**src/hw/rtl/rgn_sqrt.sv**
```systemverilog
// Pipelined restoring integer square root, one root bit per stage.
module rgn_sqrt #(
  parameter int QS = 50
) (
  input  logic            clk,
  input  logic [QS/2-1:0] en,
  input  logic [QS-1:0]   x,
  output logic [QS/2-1:0] root
);

  localparam int RW = QS / 2;

  logic [RW+1:0] rem [RW];
  logic [RW-1:0] rt  [RW];
  logic [QS-1:0] xs  [RW-1];

  for (genvar j = 0; j < RW; j++) begin : g_stage
    logic [RW+1:0] rem_in;
    logic [RW-1:0] rt_in;
    logic [QS-1:0] x_in;
    logic [RW+3:0] cur;
    logic [RW+3:0] sub;
    logic [RW+3:0] dif;

    if (j == 0) begin : g_first
      assign rem_in = '0;
      assign rt_in  = '0;
      assign x_in   = x;
    end else begin : g_rest
      assign rem_in = rem[j-1];
      assign rt_in  = rt[j-1];
      assign x_in   = xs[j-1];
    end

    assign cur = {rem_in, x_in[QS-1 -: 2]};
    assign sub = {2'b00, rt_in, 2'b01};
    assign dif = cur - sub;

    always_ff @(posedge clk) begin
      if (en[j]) begin
        if (cur >= sub) begin
          rem[j] <= dif[RW+1:0];
          rt[j]  <= {rt_in[RW-2:0], 1'b1};
        end else begin
          rem[j] <= cur[RW+1:0];
          rt[j]  <= {rt_in[RW-2:0], 1'b0};
        end
      end
    end

    if (j < RW - 1) begin : g_shift
      always_ff @(posedge clk) begin
        if (en[j]) begin
          xs[j] <= {x_in[QS-3:0], 2'b00};
        end
      end
    end
  end

  assign root = rt[RW-1];

endmodule

```
**config.mk**
```make
export PLATFORM = sky130hd
export DESIGN_NAME = rgn_sqrt
export DESIGN_NICKNAME = d
export VERILOG_FILES = /design/src/hw/rtl/rgn_sqrt.sv
export SDC_FILE = /design/constraint.sdc
export NUM_CORES = 2
export LEC_CHECK = 0
export BUFFER_PORTS_ARGS = -buffer_cell sky130_fd_sc_hd__clkbuf_2
export CORE_MARGIN = 2
export CORE_UTILIZATION = 50
export CTS_CLUSTER_SIZE = 8
export DETAILED_ROUTE_END_ITERATION = 12
export GPL_TIMING_DRIVEN = 0
export PLACE_DENSITY = 0.7
export SKIP_CTS_REPAIR_TIMING = 1
export SYNTH_ARGS = -nofsm -noshare
export SYNTH_HDL_FRONTEND = slang
export SYNTH_SLANG_ARGS = --single-unit
```
**constraint.sdc**
```tcl
create_clock -name clk -period 9.97 [get_ports clk]
set_input_delay 1.4955 -clock clk [delete_from_list [all_inputs] [get_ports clk]]
set_output_delay 1.4955 -clock clk [all_outputs]
set_load 0.02 [all_outputs]
```
==> run summary <==
outcome: finished clean
Clock H-tree levels: 4
DRT Pass-1 Iters: 7
clk_lat worst skew: 0.84 ns
Crit. End Element: flip-flop
clk slew on worst S/H paths: 0.05 ns
RSZ-0062 raised after global routing: false
Leak: 30.79 nW
first-pass GRT wire length: 230.1 mm
yosys synthesis warning count: 0
synthesized netlist cell count: 5573
Crit-path slowest cell: clkbuf_1
Ports: 101
Setup crit start kind: flip-flop
synthesized cell area: 0.07174 sq mm
EDFF count, synth: 1535
Fin Clk Skew: 0.09121 ns
Hold Fails Final Rpt: 0
Cell Chain, Critical Path: ha_1 -> o21ai_0 -> a211o_1 -> a31o_2 -> a21oi_1 -> o21ai_0 -> o211ai_1 -> a21o_1 -> clkbuf_1 -> clkbuf_1 -> buf_1 -> a21oi_1
#FFs+latches synth: 1536
cell row count: 138
Max Freq: 0.2208 GHz
CTS max path bufs: 3
Final #Nets: 6324
Worst Max-Slew Pin Slew: 1.184 ns
# Max-Cap Violations: 0
Primary FF master, synth: edfxtp_1
DRC Markers: 0
Rel. slew slack: 21.04%
Total GRT Usage: 19.99%
CP Buf/Inv Count: 3
layout cells sized above 1: 7.569%
Port-buffer cells: 100
R2R Setup Slk: 5.44 ns
Iter 0 DRT Violations: 3293
Core Util, Final: 56.76%
Die X: 382.8 um
WP data required: 10.53 ns
CTS root buffer: clkbuf_16
CTS Sinks: 1536
syn_nets: 6002
initial antenna violation count: 6
clock period minus worst slack: 4.530 ns
via count: 43511
CP peak stage delay: 0.63 ns
cell family contributing the most delay on the critical path: compound AO/OA/AOI/OAI gates
register area share after synthesis: 64.28%
Unique masters post-synth: 80
Post-Route WL: 146.7 mm
PwrDens: 227.0 mW/mm^2
final slew viol count: 0
post-detailed-route count of antenna-violating nets: 0
syn_area_per_cell: 12.87 sq um
final setup vio count: 0
critical path arrival: 5.09 ns
Max VDD drop: 252.6 uV
Starting Density: 50.54%
pin count of the biggest net entering global routing: 52
wire per inst: 18.77 um
CTS Buf Count: 210
post-synth top area cell: edfxtp_1
Fin Setup TNS: 0 ns
aggregate global routing overflow: 0
RD Place Congestion: 0.9207
die height: 382.8 um
Synth area leaders: edfxtp_1, ha_1, xor2_1, xnor2_1, inv_1
Core Footprint: 0.1419 sq mm
asr flop ratio synth: 0%
final period utilization: 45.44%
CTS tree: done
number of global-route vias before repair: 43025
area share of the largest cell type after synthesis: 64.25%
via/cell ratio: 5.570
Area Overhead vs Synth: 12.29%
critical path class: flip-flop to flip-flop
worst hold path class: flip-flop to flip-flop
DP HPWL: 108.2 mm
die area: 0.1465 sq mm
Crit Path Max Fanout: 10
report_power, final:
part | total, mW | switching, mW | internal (mW)
Sequential | 8.68 | 0.531 | 8.15
Clock | 6.26 | 2.54 | 3.72
Combinational | 3.34 | 1.92 | 1.42
Total | 18.3 | 4.99 | 13.3
flip-flops by register name, summed over array words and instances (netlist names):
signal,flops
rt,325
rem,611
xs,600
cell type report:
cell class                 instances  area, sq um
buffer                           115        461.7
inverter                         443         1663
sequential                      1536        46110
fill                           11466        61380
multi-input combinational       3479        23530
tap                             1890         2365
timing repair buffer             110        700.7
clock inverter                    16        415.4
clock buffer                     220         5293
antenna                            3        7.507
worst paths after layout:
path	from	end	depth (start not counted)
setup / recovery	rem[2][139]	rem[2][183]	12
hold / removal	xs[0][226]	xs[0][276]	0
setup reg to reg	rem[2][139]	rem[2][183]	12
hold reg to reg	xs[0][226]	xs[0][276]	0
synth_stat cells (all sizes together) (6+ instances only):
master      n
and4       18
mux2i      14
a31o        6
xnor2     239
nor4b      24
a211o      10
nor3      145
a21oi     314
or3        65
nand4b      9
o2111ai     9
clkbuf    104
nand3b     15
o31a        9
xor2      254
inv       443
or4        28
nor4       75
a21o      152
nor2b      56
nor2      328
nor3b       8
edfxtp   1535
o21ai     320
a2111oi     8
mux2       28
a211oi     24
or4b        7
nand4      58
or2        31
and2       33
and3       26
a221oi     10
nand3      92
o41ai       9
o21a       80
ha        353
o211ai     18
o21bai     18
a31oi      28
a21boi     12
nand2     381
o31ai      27
nand2b     81
buf        11
worst register-to-register path, delay by kind of cell (launching register included):
kind                       cells  cell delay (ns)
adders and majority gates      1             0.43
buffers and inverters          3             1.53
AOI/OAI and AO/OA              8             1.94
DFF                            1             0.41
per-layer routing:
metal	global-route usage [%]	routed length (um)	vias to the layer above	part of all wire (%)
met5	0	12	-	0.0082
met4	6.955	4248	2	2.9
met3	3.334	7032	253	4.8
met1	25.64	62470	21081	43
li1	-	-	21125	-
met2	34.34	72900	1050	50
layout by cell type (no fill, tap or decap), types with 14 or more instances in the layout:
master	count
xor2_1	254
clkbuf_1	91
o21bai_1	18
or4_1	27
nand3b_1	15
nand3_1	92
mux2i_1	14
and2_1	33
nor2_1	328
a211oi_1	24
clkbuf_2	123
o21a_1	80
nand2b_1	81
and3_1	26
nor4_1	74
or2_2	31
o211ai_1	18
and4_1	17
nand2_1	381
nor4b_1	24
inv_1	442
o31ai_1	27
mux2_2	28
a21oi_1	314
or3_1	63
a21o_1	152
a31oi_1	28
nor2b_1	56
xnor2_1	239
clkbuf_16	210
ha_1	353
nand4_1	58
o21ai_0	319
nor3_1	144
edfxtp_1	1535
kinds of logic after synthesis:
logic type	count (synthesis)	synth area share, %
AOI/OAI and AO/OA	1101	9.492
xor gates and xnor gates	493	6.019
adders and majority gates	353	6.157
buffers and inverters	558	2.921
DFF	1536	64.28
muxes	42	0.6349
and+or+nand+nor	1490	10.49
through the flow:
| stage | std cells | area, sq um | hold WS [ns] | setup slack, ns | power (mW) |
|---|---|---|---|---|---|
| detailed placement | 7573 | 74830 | 0.4045 | 4.957 | 12.09 |
| global placement | 7563 | 74600 | 0.4001 | 4.723 | 12.02 |
| finish | 7812 | 80550 | 0.3697 | 5.440 | 18.28 |
| CTS | 7809 | 80540 | 0.3552 | 5.609 | 18.43 |
| floorplan | 5573 | 71740 | 0.4003 | 6.240 | 11.11 |
| global route | 7810 | 80550 | 0.3664 | 5.169 | 19.17 |
Power figures use the tool's default switching activity.
